--- config.mk ---
export PLATFORM = sky130hd
export DESIGN_NAME = oscillator_divider_search
export DESIGN_NICKNAME = d
export VERILOG_FILES = /design/src/rtl/odsearch_pkg.sv /design/src/rtl/odsearch_div.sv /design/src/rtl/oscillator_divider_search.sv
export VERILOG_INCLUDE_DIRS = /design/src /design/src/rtl
export SDC_FILE = /design/constraint.sdc
export NUM_CORES = 2
export LEC_CHECK = 0
export BUFFER_PORTS_ARGS = -buffer_cell sky130_fd_sc_hd__buf_2
export CORE_ASPECT_RATIO = 1.2
export CORE_UTILIZATION = 58
export CTS_CLUSTER_SIZE = 28
export DETAILED_ROUTE_END_ITERATION = 8
export GPL_TIMING_DRIVEN = 0
export MAX_ROUTING_LAYER = met4
export PLACE_DENSITY = 0.75
export RECOVER_POWER = 50
export SYNTH_ARGS = -nofsm -noshare
export SYNTH_HDL_FRONTEND = slang
export SYNTH_SLANG_ARGS = --single-unit
--- constraint.sdc ---
create_clock -name clk -period 16.6 [get_ports clk]
set_input_delay 2.49 -clock clk [delete_from_list [all_inputs] [get_ports clk]]
set_output_delay 2.49 -clock clk [all_outputs]
set_load 0.02 [all_outputs]
--- src/rtl/oscillator_divider_search_macros.svh ---
// assertion macros for the oscillator divider search block
// expects signals named clk and rst_n in the scope of each use
`ifndef OSCILLATOR_DIVIDER_SEARCH_MACROS_SVH
`define OSCILLATOR_DIVIDER_SEARCH_MACROS_SVH

`ifndef SYNTHESIS

// antecedent in a cycle implies consequent in the same cycle
`define ODS_ASSERT_IMPLIES(lbl, ante, cons) \
  lbl: assert property (@(posedge clk) disable iff (!rst_n) (ante) |-> (cons)) \
    else $error("implication check failed");

// antecedent in a cycle implies consequent in the next cycle
`define ODS_ASSERT_NEXT(lbl, ante, cons) \
  lbl: assert property (@(posedge clk) disable iff (!rst_n) (ante) |=> (cons)) \
    else $error("next-cycle check failed");

`else

`define ODS_ASSERT_IMPLIES(lbl, ante, cons)
`define ODS_ASSERT_NEXT(lbl, ante, cons)

`endif

`endif

--- src/rtl/odsearch_pkg.sv ---
// shared types, constants and divider table of the oscillator divider search
// no dependencies
package odsearch_pkg;

  // field widths
  localparam int TARGET_W = 31;
  localparam int XTAL_W   = 43;
  localparam int DCO_W    = 33;
  localparam int RFREQ_W  = 38;
  localparam int N1_W     = 8;
  localparam int HS_W     = 4;
  localparam int STATUS_W = 2;
  localparam int CFG_IDX_W = 2;

  // internal widths
  localparam int HF_W    = TARGET_W + HS_W;   // target times high-speed divider
  localparam int FDCO_W  = HF_W + N1_W;       // core frequency while stepping
  localparam int FRAC_W  = 44;                // fixed-point shift of the multiplier
  localparam int DVD_W   = DCO_W + FRAC_W;    // serial dividend
  localparam int DSR_W   = XTAL_W;            // divisor
  localparam int QUO_W   = RFREQ_W;           // quotient register
  localparam int ITER_W  = 7;
  localparam int HS_IDX_W = 3;

  localparam logic [ITER_W-1:0] ITERS_Q = ITER_W'(DCO_W);
  localparam logic [ITER_W-1:0] ITERS_R = ITER_W'(DVD_W);

  localparam logic [N1_W-1:0] N1_LIMIT = 8'd128;
  localparam logic [HS_IDX_W-1:0] HS_LAST = 3'd5;

  // status codes
  localparam logic [STATUS_W-1:0] ST_OK        = 2'd0;
  localparam logic [STATUS_W-1:0] ST_ZERO_FREQ = 2'd1;
  localparam logic [STATUS_W-1:0] ST_NO_PAIR   = 2'd2;

  // configuration register indexes
  localparam logic [CFG_IDX_W-1:0] REG_XTAL    = 2'd0;
  localparam logic [CFG_IDX_W-1:0] REG_DCO_MIN = 2'd1;
  localparam logic [CFG_IDX_W-1:0] REG_DCO_MAX = 2'd2;

  // register reset values
  localparam logic [XTAL_W-1:0] XTAL_RST    = 43'd7489781760000;
  localparam logic [DCO_W-1:0]  DCO_MIN_RST = 33'd4850000000;
  localparam logic [DCO_W-1:0]  DCO_MAX_RST = 33'd5670000000;

  // divider unit control
  typedef struct packed {
    logic              start;
    logic [ITER_W-1:0] iters;
  } div_req_t;

  typedef struct packed {
    logic done;
    logic ovf;
  } div_rsp_t;

  // high-speed divider order: 11, 9, 7, 6, 5, 4
  function automatic logic [HS_W-1:0] hs_of(input logic [HS_IDX_W-1:0] idx);
    logic [HS_W-1:0] hs;
    case (idx)
      3'd0:    hs = 4'd11;
      3'd1:    hs = 4'd9;
      3'd2:    hs = 4'd7;
      3'd3:    hs = 4'd6;
      3'd4:    hs = 4'd5;
      3'd5:    hs = 4'd4;
      default: hs = 4'd0;
    endcase
    return hs;
  endfunction

endpackage

--- src/rtl/odsearch_div.sv ---
// bit-serial restoring divider, one quotient bit per cycle
// depends on odsearch_pkg
module odsearch_div
  import odsearch_pkg::*;
(
  input  logic             clk,
  input  logic             rst_n,
  input  div_req_t         req,
  input  logic [DVD_W-1:0] dividend,
  input  logic [DSR_W-1:0] divisor,
  output div_rsp_t         rsp,
  output logic [QUO_W-1:0] quotient
);

  logic [DVD_W-1:0]  dvd_r, dvd_nxt;
  logic [DSR_W-1:0]  dsr_r, dsr_nxt;
  logic [DSR_W-1:0]  rem_r, rem_nxt;
  logic [QUO_W-1:0]  quo_r, quo_nxt;
  logic              ovf_r, ovf_nxt;
  logic [ITER_W-1:0] cnt_r, cnt_nxt;
  logic              busy_r, busy_nxt;
  logic              done_r, done_nxt;

  logic [DSR_W:0] trial;
  logic [DSR_W:0] diff;
  logic           ge;

  // one trial subtraction per cycle
  always_comb begin
    trial = {rem_r, dvd_r[DVD_W-1]};
    diff  = trial - {1'b0, dsr_r};
    ge    = (trial >= {1'b0, dsr_r});
  end

  always_comb begin
    dvd_nxt  = dvd_r;
    dsr_nxt  = dsr_r;
    rem_nxt  = rem_r;
    quo_nxt  = quo_r;
    ovf_nxt  = ovf_r;
    cnt_nxt  = cnt_r;
    busy_nxt = busy_r;
    done_nxt = 1'b0;
    if (req.start) begin
      dvd_nxt  = dividend;
      dsr_nxt  = divisor;
      rem_nxt  = '0;
      quo_nxt  = '0;
      ovf_nxt  = 1'b0;
      cnt_nxt  = req.iters;
      busy_nxt = 1'b1;
    end else if (busy_r) begin
      dvd_nxt = {dvd_r[DVD_W-2:0], 1'b0};
      rem_nxt = ge ? diff[DSR_W-1:0] : trial[DSR_W-1:0];
      // a bit leaving the top means the quotient no longer fits
      ovf_nxt = ovf_r | quo_r[QUO_W-1];
      quo_nxt = {quo_r[QUO_W-2:0], ge};
      cnt_nxt = cnt_r - 1'b1;
      if (cnt_r == ITER_W'(1)) begin
        busy_nxt = 1'b0;
        done_nxt = 1'b1;
      end
    end
  end

  // control state
  always_ff @(posedge clk) begin
    if (!rst_n) begin
      busy_r <= 1'b0;
      done_r <= 1'b0;
      cnt_r  <= '0;
    end else begin
      busy_r <= busy_nxt;
      done_r <= done_nxt;
      cnt_r  <= cnt_nxt;
    end
  end

  // datapath
  always_ff @(posedge clk) begin
    dvd_r <= dvd_nxt;
    dsr_r <= dsr_nxt;
    rem_r <= rem_nxt;
    quo_r <= quo_nxt;
    ovf_r <= ovf_nxt;
  end

  assign rsp.done = done_r;
  assign rsp.ovf  = ovf_r;
  assign quotient = quo_r;

endmodule

--- src/rtl/oscillator_divider_search.sv ---
// oscillator divider search: one request of a target frequency gives RFREQ,
// N1 and HS dividers and a status. The request is taken when start is high and
// busy is low. Busy stays high from that edge until the cycle that carries the
// result. The result appears for exactly one cycle with out_valid and cannot be
// held off, so the receiver must capture it then. A zero frequency goes from
// idle straight to the output state. Otherwise the search visits each of the
// six high-speed dividers: it forms the target times the divider, finds the
// first N1 with a 33-step serial division and, if that N1 is within the limit,
// forms the core frequency and steps through the N1 candidates, at most 65 of
// them. A closing state then ends the search, and a found pair goes on to RFREQ
// (a 77-step serial division). All divisions share one bit-serial divider unit.
// Configuration registers may only be written while busy is low.
// depends on odsearch_pkg, odsearch_div and oscillator_divider_search_macros.svh
`include "oscillator_divider_search_macros.svh"

module oscillator_divider_search
  import odsearch_pkg::*;
(
  input  logic                 clk,
  input  logic                 rst_n,
  // request channel
  input  logic                 start,
  output logic                 busy,
  input  logic [TARGET_W-1:0]  in_target_hz,
  // result channel
  output logic                 out_valid,
  output logic [RFREQ_W-1:0]   out_rfreq_word,
  output logic [N1_W-1:0]      out_n1_div,
  output logic [HS_W-1:0]      out_fast_div,
  output logic [STATUS_W-1:0]  out_status,
  // configuration port
  input  logic                 cfg_we,
  input  logic [CFG_IDX_W-1:0] cfg_index,
  input  logic [XTAL_W-1:0]    cfg_wdata
);

  // sequencer states
  localparam logic [3:0] S_IDLE  = 4'd0;
  localparam logic [3:0] S_HF    = 4'd1;
  localparam logic [3:0] S_QDIV  = 4'd2;
  localparam logic [3:0] S_QWAIT = 4'd3;
  localparam logic [3:0] S_N1    = 4'd4;
  localparam logic [3:0] S_MUL   = 4'd5;
  localparam logic [3:0] S_CHK   = 4'd6;
  localparam logic [3:0] S_FIN   = 4'd7;
  localparam logic [3:0] S_RDIV  = 4'd8;
  localparam logic [3:0] S_RWAIT = 4'd9;
  localparam logic [3:0] S_OUT   = 4'd10;

  // configuration registers
  logic [XTAL_W-1:0] xtal_r;
  logic [DCO_W-1:0]  dco_min_r;
  logic [DCO_W-1:0]  dco_max_r;

  always_ff @(posedge clk) begin
    if (!rst_n) begin
      xtal_r    <= XTAL_RST;
      dco_min_r <= DCO_MIN_RST;
      dco_max_r <= DCO_MAX_RST;
    end else if (cfg_we) begin
      unique case (cfg_index)
        REG_XTAL:    xtal_r    <= cfg_wdata;
        REG_DCO_MIN: dco_min_r <= cfg_wdata[DCO_W-1:0];
        REG_DCO_MAX: dco_max_r <= cfg_wdata[DCO_W-1:0];
        default:     ;
      endcase
    end
  end

  // sequencer and search registers
  logic [3:0]          state_r, state_nxt;
  logic [HS_IDX_W-1:0] k_r, k_nxt;
  logic                found_r, found_nxt;
  logic [TARGET_W-1:0] f_r, f_nxt;
  logic [HF_W-1:0]     hf_r, hf_nxt;
  logic [N1_W-1:0]     n1_r, n1_nxt;
  logic [FDCO_W-1:0]   fdco_r, fdco_nxt;
  logic [DCO_W-1:0]    min_core_r, min_core_nxt;
  logic [N1_W-1:0]     best_n1_r, best_n1_nxt;
  logic [HS_W-1:0]     best_hs_r, best_hs_nxt;
  logic [STATUS_W-1:0] status_r, status_nxt;
  logic [RFREQ_W-1:0]  rfreq_r, rfreq_nxt;

  // result registers
  logic                out_valid_r;
  logic [RFREQ_W-1:0]  out_rfreq_r;
  logic [N1_W-1:0]     out_n1_r;
  logic [HS_W-1:0]     out_hs_r;
  logic [STATUS_W-1:0] out_status_r;

  // shared divider
  div_req_t         div_req;
  div_rsp_t         div_rsp;
  logic [DVD_W-1:0] div_dividend;
  logic [DSR_W-1:0] div_divisor;
  logic [QUO_W-1:0] div_quo;

  odsearch_div u_div (
    .clk      (clk),
    .rst_n    (rst_n),
    .req      (div_req),
    .dividend (div_dividend),
    .divisor  (div_divisor),
    .rsp      (div_rsp),
    .quotient (div_quo)
  );

  // divider operands: dco_min / (f*hs) for the first N1, fdco * 2^44 / xtal for RFREQ
  always_comb begin
    div_req.start = (state_r == S_QDIV) || (state_r == S_RDIV);
    div_req.iters = (state_r == S_RDIV) ? ITERS_R : ITERS_Q;
    if (state_r == S_RDIV) begin
      div_dividend = {min_core_r, {FRAC_W{1'b0}}};
      div_divisor  = xtal_r;
    end else begin
      div_dividend = {dco_min_r, {FRAC_W{1'b0}}};
      div_divisor  = {{(DSR_W-HF_W){1'b0}}, hf_r};
    end
  end

  logic [FDCO_W-1:0] step;
  logic              over_max;
  logic              in_band;
  logic              better;
  logic              last_hs;

  always_comb begin
    step     = (n1_r == N1_W'(1)) ? {{N1_W{1'b0}}, hf_r}
                                  : {{(N1_W-1){1'b0}}, hf_r, 1'b0};
    over_max = (fdco_r > {{(FDCO_W-DCO_W){1'b0}}, dco_max_r});
    in_band  = (fdco_r >= {{(FDCO_W-DCO_W){1'b0}}, dco_min_r});
    better   = !found_r || (fdco_r[DCO_W-1:0] < min_core_r);
    last_hs  = (k_r == HS_LAST);
  end

  // sequencer
  always_comb begin
    state_nxt     = state_r;
    k_nxt         = k_r;
    found_nxt     = found_r;
    f_nxt         = f_r;
    hf_nxt        = hf_r;
    n1_nxt        = n1_r;
    fdco_nxt      = fdco_r;
    min_core_nxt  = min_core_r;
    best_n1_nxt   = best_n1_r;
    best_hs_nxt   = best_hs_r;
    status_nxt    = status_r;
    rfreq_nxt     = rfreq_r;
    unique case (state_r)
      S_IDLE: begin
        if (start) begin
          f_nxt     = in_target_hz;
          k_nxt     = '0;
          found_nxt = 1'b0;
          rfreq_nxt = '0;
          if (in_target_hz == '0) begin
            status_nxt = ST_ZERO_FREQ;
            state_nxt  = S_OUT;
          end else begin
            state_nxt = S_HF;
          end
        end
      end
      S_HF: begin
        hf_nxt    = {{HS_W{1'b0}}, f_r} * {{TARGET_W{1'b0}}, hs_of(k_r)};
        state_nxt = S_QDIV;
      end
      S_QDIV: state_nxt = S_QWAIT;
      S_QWAIT: begin
        if (div_rsp.done) begin
          state_nxt = S_N1;
        end
      end
      // first N1: zero or odd goes up by one; beyond the limit skips this divider
      S_N1: begin
        if (div_quo > {{(QUO_W-N1_W){1'b0}}, N1_LIMIT}) begin
          state_nxt = last_hs ? S_FIN : S_HF;
          k_nxt     = k_r + 1'b1;
        end else begin
          if ((div_quo == '0) || div_quo[0]) begin
            n1_nxt = div_quo[N1_W-1:0] + 1'b1;
          end else begin
            n1_nxt = div_quo[N1_W-1:0];
          end
          state_nxt = S_MUL;
        end
      end
      S_MUL: begin
        fdco_nxt  = {{N1_W{1'b0}}, hf_r} * {{HF_W{1'b0}}, n1_r};
        state_nxt = S_CHK;
      end
      // one candidate per cycle
      S_CHK: begin
        if ((n1_r > N1_LIMIT) || over_max) begin
          state_nxt = last_hs ? S_FIN : S_HF;
          k_nxt     = k_r + 1'b1;
        end else begin
          if (in_band && better) begin
            found_nxt     = 1'b1;
            min_core_nxt  = fdco_r[DCO_W-1:0];
            best_n1_nxt   = n1_r;
            best_hs_nxt   = hs_of(k_r);
          end
          n1_nxt   = (n1_r == N1_W'(1)) ? N1_W'(2) : n1_r + N1_W'(2);
          fdco_nxt = fdco_r + step;
        end
      end
      S_FIN: begin
        if (found_r) begin
          state_nxt = S_RDIV;
        end else begin
          status_nxt = ST_NO_PAIR;
          state_nxt  = S_OUT;
        end
      end
      S_RDIV: state_nxt = S_RWAIT;
      S_RWAIT: begin
        if (div_rsp.done) begin
          rfreq_nxt  = div_rsp.ovf ? {RFREQ_W{1'b1}} : div_quo;
          status_nxt = ST_OK;
          state_nxt  = S_OUT;
        end
      end
      S_OUT: state_nxt = S_IDLE;
      default: state_nxt = S_IDLE;
    endcase
  end

  // control state
  always_ff @(posedge clk) begin
    if (!rst_n) begin
      state_r     <= S_IDLE;
      k_r         <= '0;
      found_r     <= 1'b0;
      out_valid_r <= 1'b0;
    end else begin
      state_r     <= state_nxt;
      k_r         <= k_nxt;
      found_r     <= found_nxt;
      out_valid_r <= (state_r == S_OUT);
    end
  end

  // search datapath
  always_ff @(posedge clk) begin
    f_r         <= f_nxt;
    hf_r        <= hf_nxt;
    n1_r        <= n1_nxt;
    fdco_r      <= fdco_nxt;
    min_core_r  <= min_core_nxt;
    best_n1_r   <= best_n1_nxt;
    best_hs_r   <= best_hs_nxt;
    status_r    <= status_nxt;
    rfreq_r     <= rfreq_nxt;
  end

  // result register, error results carry zero dividers
  always_ff @(posedge clk) begin
    if (state_r == S_OUT) begin
      out_status_r <= status_r;
      out_rfreq_r  <= rfreq_r;
      out_n1_r     <= (status_r == ST_OK) ? best_n1_r : '0;
      out_hs_r     <= (status_r == ST_OK) ? best_hs_r : '0;
    end
  end

  assign busy           = (state_r != S_IDLE);
  assign out_valid      = out_valid_r;
  assign out_rfreq_word = out_rfreq_r;
  assign out_n1_div     = out_n1_r;
  assign out_fast_div   = out_hs_r;
  assign out_status     = out_status_r;

  // checks
  `ODS_ASSERT_NEXT(a_out_after_out_state, state_r == S_OUT, out_valid_r)
  `ODS_ASSERT_IMPLIES(a_ok_has_dividers, out_valid_r && (out_status_r == ST_OK), (out_hs_r != '0) && (out_n1_r != '0))
  `ODS_ASSERT_IMPLIES(a_best_n1_form, found_r, (best_n1_r == N1_W'(1)) || !best_n1_r[0])
  `ODS_ASSERT_IMPLIES(a_div_done_only_waiting, div_rsp.done, (state_r == S_QWAIT) || (state_r == S_RWAIT))

endmodule

Yosys cells after proc, flatten, opt, wreduce, memory -nomap -nowiden
Cells that the tools add are included.
{"block": "totals", "reg_bits": 583, "latch_bits": 0, "mem_bits_rw": 0, "mem_bits_ro": 0, "input_bits": 80, "out_inout_bits": 54, "word_cells": 157, "mem_count": 0}
{"block": "op_classes", "n_addsub": 6, "multipliers": 2, "div": 0, "n_lt_le_gt_ge": 6, "n_eq_ne": 29, "n_shift": 0, "mux": 48, "n_bitwise": 4, "n_reduce_logical": 33}
{"op": "$mux W77", "count": 3}
{"op": "$mux W38", "count": 3}
{"op": "$mux W43", "count": 2}
{"op": "$pmux W43 S2", "count": 1}
{"op": "$pmux W38 S2", "count": 1}
{"op": "$ge A44 B43 Y1", "count": 1}
{"op": "$add A43 B36 Y43", "count": 1}
{"op": "$ge A43 B33 Y1", "count": 1}
{"op": "$gt A43 B33 Y1", "count": 1}
{"op": "$mul A35 B8 Y43", "count": 1}
{"op": "$sub A43 B43 Y43", "count": 1}
{"op": "$pmux W4 S10", "count": 1}
{"op": "$gt A38 B8 Y1 const B", "count": 1}
{"op": "$logic_not A38 Y1", "count": 1}
{"op": "$mux W36", "count": 1}
{"op": "$mul A31 B4 Y35", "count": 1}
{"op": "$mux W35", "count": 1}
{"op": "$lt A33 B33 Y1", "count": 1}
{"op": "$mux W8", "count": 4}
{"op": "$logic_not A31 Y1", "count": 1}
{"op": "$mux W4", "count": 6}
{"op": "$pmux W4 S6", "count": 1}
{"op": "$mux W7", "count": 3}
{"op": "$eq A4 B3 Y1 const B", "count": 4}
{"op": "40 further kinds", "count": 86}

Longest topological paths before layout
{"block": "logic_depth", "depth_word": 6, "depth_mapped": 22, "depth_no_buf": 20}

By module
From an unflattened synthesis, not the netlist that was laid out.
{"block": "unflattened", "cells_unflattened": 4395, "hier_area_um2": 42624.6}
{"mod": "oscillator_divider_search", "instances": 1, "cells_per_inst": 3361, "area_per_inst_um2": 31711.7, "seq_area_each_um2": 9989.6}
{"mod": "odsearch_div", "instances": 1, "cells_per_inst": 1034, "area_per_inst_um2": 10913.0, "seq_area_each_um2": 5425.2}

Least setup slack after synthesis
Ideal clock, no wire load.
{"block": "synth_path", "path_type": "flip-flop to flip-flop", "startpoint": "reg state_r[1]", "endpoint": "reg out_hs_r[0] (netlist: out_fast_div[0]), enable pin", "setup_ns": 0.594, "arrival_time_ns": 5.797, "required_time_ns": 16.006, "slack_ns": 10.210, "stages_incl_launch_ff": 3, "n_path_buf": 1, "period_less_slack_ns": 6.390, "cell_sequence": "dfxtp_1 clkbuf_1 nor4bb_1"}
{"block": "synth_via", "elab_chain_len": 1}
{"element": "start, declared", "line": "oscillator_divider_search.sv:71", "text": "logic [3:0] state_r, state_nxt;"}
{"element": "start signal, assigned", "line": "oscillator_divider_search.sv:238", "text": "state_r <= state_nxt;"}
{"element": "$eq A4 B4 Y1", "line": "oscillator_divider_search.sv:260", "text": "if (state_r == S_OUT) begin"}
{"element": "end signal, assigned", "line": "oscillator_divider_search.sv:264", "text": "out_hs_r <= (status_r == ST_OK) ? best_hs_r : '0;"}
{"element": "end, declared", "line": "oscillator_divider_search.sv:88", "text": "logic [HS_W-1:0] out_hs_r;"}
Every way passes these cells.
A chain may end at the register's enable or synchronous reset.

Worst setup path in the final report
{"block": "layout_path", "startpoint": "reg n1_r[7]", "endpoint": "reg fdco_r[41] (data pin)"}
{"block": "layout_via", "elab_chain_len": 5, "elab_cells_between_ends": 6, "classes_between": "add/sub: 1; mul: 1; eq/ne: 1; mux: 3"}
{"element": "start, declared", "line": "oscillator_divider_search.sv:76", "text": "logic [N1_W-1:0] n1_r, n1_nxt;"}
{"element": "start signal, assigned", "line": "oscillator_divider_search.sv:249", "text": "n1_r <= n1_nxt;"}
{"element": "parallel branches: the longest is 4 deep, another holds $mul A35 B8 Y43"}
{"element": "$pmux W43 S2 (*)", "line": "oscillator_divider_search.sv:150", "text": "unique case (state_r)"}
{"element": "named net fdco_nxt[41]", "line": "oscillator_divider_search.sv:77", "text": "logic [FDCO_W-1:0] fdco_r, fdco_nxt;"}
{"element": "end signal, assigned", "line": "oscillator_divider_search.sv:250", "text": "fdco_r <= fdco_nxt;"}
{"element": "end, declared", "line": "oscillator_divider_search.sv:77"}
Mark *: on every way through the listed nets, which the timed path passes. The select of a mux whose other input is x is not followed.

==> qor.txt <==
status: complete, but fails checks
failing checks: capacitance limit, slew limit
CTS Hold Bufs: 0
CTS Root Cell: clkbuf_16
Buf/Inv on CP: 5
chip width: 243 um
#FFs+latches synth: 539
fin worst setup slack: 9.56 ns
H-Tree Depth: 2
Worst path most repeated cell: fa_1
global route total overflow: 0
critical path class: reg2reg
Num CTS Buffers: 57
antenna-violating nets left: 0
Avg Cell Area, Syn: 9.57 um^2
total negative setup slack: 0 ns
insertion delay to the later sink of the worst-skew pair: 0.66 ns
Max Slew Vio Count: 78
largest net degree at the start of global routing: 39
unrepaired setup endpoints after global routing: no
first-pass GRT wire length: 180,000 um
sequential cell area fraction in the yosys report: 35.0%
initial antenna violation count: 8
Async S/R FF share, synth: 0%
layout cells sized above 1: 6.64%
post-layout minimum cycle time: 7.04 ns
top achievable clock speed: 142 MHz
Area Overhead vs Synth: 9.81%
CP Launch Type: flip-flop
worst clock skew: 0.0543 ns
Yosys warning count: 0
Max FO, Critical Path: 10
final net count: 5,039
Sink Count: 539
vias in the first global route: 31.6k
wire per inst: 21.7 um
routability cong.: 1.01
Detailed Routing Iterations Pass 1: 6
fin util: 64.5%
DRT iter0 DRCs: 2,559
clock buffer depth: 3
Post-Syn Area: 40,300 um^2
Slew HR: -44.9%
Vias/cell: 5.90
Post-synth EDFFs: 330
critical-path cell list: clkbuf_1 -> clkbuf_1 -> nand2_1 -> fa_1 -> fa_1 -> inv_1 -> fa_1 -> inv_1 -> fa_1 -> inv_1 -> ha_1 -> o211a_1 -> o31ai_1 -> a211oi_1 -> o21a_1 -> a41oi_1 -> o41a_1 -> o21ai_1 -> a41oi_1 -> xor2_1 -> mux2i_1
delay-heaviest family, CP: adder cells
IO buf count: 132
final hold vios: 0
Initial Utilization: 58.7%
Chip Height: 291 um
Tcrit/Tclk final: 42.4%
Least-Margin Pin Slew: 2.14 ns
hold crit path type: reg2reg
Top FF cell, synth: edfxtp_1
post_cts resized: 0
postcts setup bufs: 0
Data required, critical path: 16.91 ns
final setup fails: 0
Row Count: 105
Final Non-Filler Cells: 5,380
Total GRT Usage: 34.3%
Place WS: 9.66 ns
post-synthesis net count: 4,837
crit-path max cell delay: 0.57 ns
Max Cap Viol: 3
CTS clk-pin slew, worst paths: 0.06 ns
Cells after Synth: 4,210
CTS tree: built
DRC errors left: 0
I/O Pins: 134
Arrival @ worst endpoint: 7.35 ns
via count: 31.8k
Crit. End Element: flip-flop
DPL Wire Length: 92,500 um
post-placement cell count: 5,261
Slowest-stage cell, CP: clkbuf_1
WL final: 117,000 um
DIE AREA: 70,500 um^2
post-synthesis cell type count: 81
Core Box Area: 68,600 um^2
==> cell type report <==
cell class              instances  area [um^2]
fillers                      5720        24400
multi-input cells            2968        23600
flip-flops and latches        539        14100
inverters                     498         1870
clock buffers                  77         1620
well taps                     909         1140
plain buffers                 205          783
repair buffers                143          756
clock inverters                31          380
diodes                         10         25.0
==> flip-flops by register name (all words and copies together), names as in the netlist, 8 cells and up <==
name and flops:
u_div.rem_r 43, dco_max_r 33, hf_r 35, rfreq_r 38, xtal_r 43, best_n1_r 8
fdco_r 43, dco_min_r 33, n1_r 8, min_core_r 33, f_r 31, u_div.dvd_r 33
u_div.quotient 38, out_n1_div 8, out_rfreq_word 38, u_div.dsr_r 43
==> cells in the mapped netlist, drive strengths merged, types with 36 or more instances <==
cell	number	area, um^2
and3	51	319
inv	497	1870
mux2	71	800
dfxtp	209	4180
nand3	59	295
o21ai	156	781
o21a	67	503
fa	258	5160
ha	289	3620
edfxtp	330	9910
mux2i	77	771
nand4	38	238
a211oi	36	280
a21o	111	833
a21boi	77	578
a21oi	196	985
nand2	522	1960
xnor2	91	797
xor2	62	543
clkbuf	193	724
and2	294	1840
nor2	161	607
==> logic make-up after synthesis <==
group,share of synthesized area (%)
adder cells (fa/ha/maj),21.8
buffers and inverters,6.59
AO/OA/AOI/OAI,13.9
flip-flops,35.0
XOR/XNOR,3.33
multiplexers,3.90
AND/OR/NAND/NOR,15.5
==> path summary, 6_finish.rpt <==
check | start | end | slack, ns | cells after the start
worst min register to register | rfreq_r[34]$_SDFFCE_PP0P_ | out_rfreq_word[34]$_DFFE_PP_ | 0.42 | 0
worst max-delay path | n1_r[7]$_DFFE_PP_ | fdco_r[41]$_DFFE_PP_ | 9.56 | 21
worst min-delay path | rfreq_r[34]$_SDFFCE_PP0P_ | out_rfreq_word[34]$_DFFE_PP_ | 0.42 | 0
worst max register to register | n1_r[7]$_DFFE_PP_ | fdco_r[41]$_DFFE_PP_ | 9.56 | 21
==> worst register-to-register path, stage by stage (launching register included) <==
cell,delay [ns]
edfxtp_1,0.39
clkbuf_1,0.50
clkbuf_1,0.57
nand2_1,0.17
fa_1,0.56
fa_1,0.55
inv_1,0.06
fa_1,0.53
inv_1,0.05
fa_1,0.53
inv_1,0.04
ha_1,0.35
o211a_1,0.16
o31ai_1,0.11
a211oi_1,0.31
o21a_1,0.26
a41oi_1,0.25
o41a_1,0.49
o21ai_1,0.32
a41oi_1,0.19
xor2_1,0.21
mux2i_1,0.09
==> placed cells by master (no fill, tap or decap), types with 9 or more instances in the layout <==
master / Yosys / final
ha_1: 289 / 289
mux2_1: 1 / 22
a22oi_1: 34 / 34
o21a_1: 67 / 67
a21o_1: 111 / 111
and3_1: 51 / 51
edfxtp_1: 330 / 330
o211ai_1: 30 / 30
clkinv_2: 0 / 13
a21oi_1: 195 / 194
xor2_1: 62 / 62
or3_1: 11 / 11
nand2b_1: 19 / 19
inv_1: 497 / 496
o21bai_1: 26 / 26
clkbuf_16: 0 / 59
diode_2: 0 / 10
a211o_1: 9 / 9
nor4_1: 22 / 22
xnor2_1: 91 / 91
buf_2: 5 / 121
nand2_1: 521 / 521
and2_0: 1 / 18
a211oi_1: 34 / 33
nand3_1: 59 / 59
o21ai_0: 153 / 153
a31oi_1: 22 / 22
mux2i_1: 77 / 77
fa_1: 258 / 258
and2_1: 292 / 275
clkbuf_1: 193 / 223
mux2_2: 70 / 49
nand4_1: 38 / 38
dfxtp_1: 209 / 209
a21boi_0: 77 / 77
nor3_1: 24 / 24
nor2b_1: 33 / 33
nor2_1: 160 / 159
==> through the flow <==
stage	cell area, um^2	hold WS (ns)
finish	44200	0.421
global route	44200	0.422
CTS	44300	0.421
detailed placement	42300	0.406
global placement	42100	0.402
floorplan	40300	0.400
==> per-layer routing <==
metal | up-vias | global-route usage, % | wire length (um)
li1 | 14700 | - | -
met1 | 15500 | 40.4 | 44400
met2 | 1267 | 57.1 | 57200
met3 | 318 | 4.04 | 8230
met4 | 0 | 18.9 | 7180
met5 | - | - | 0
Power is not shown: default switching activity piles up to over one toggle a cycle in this logic, so the estimate is an artifact.
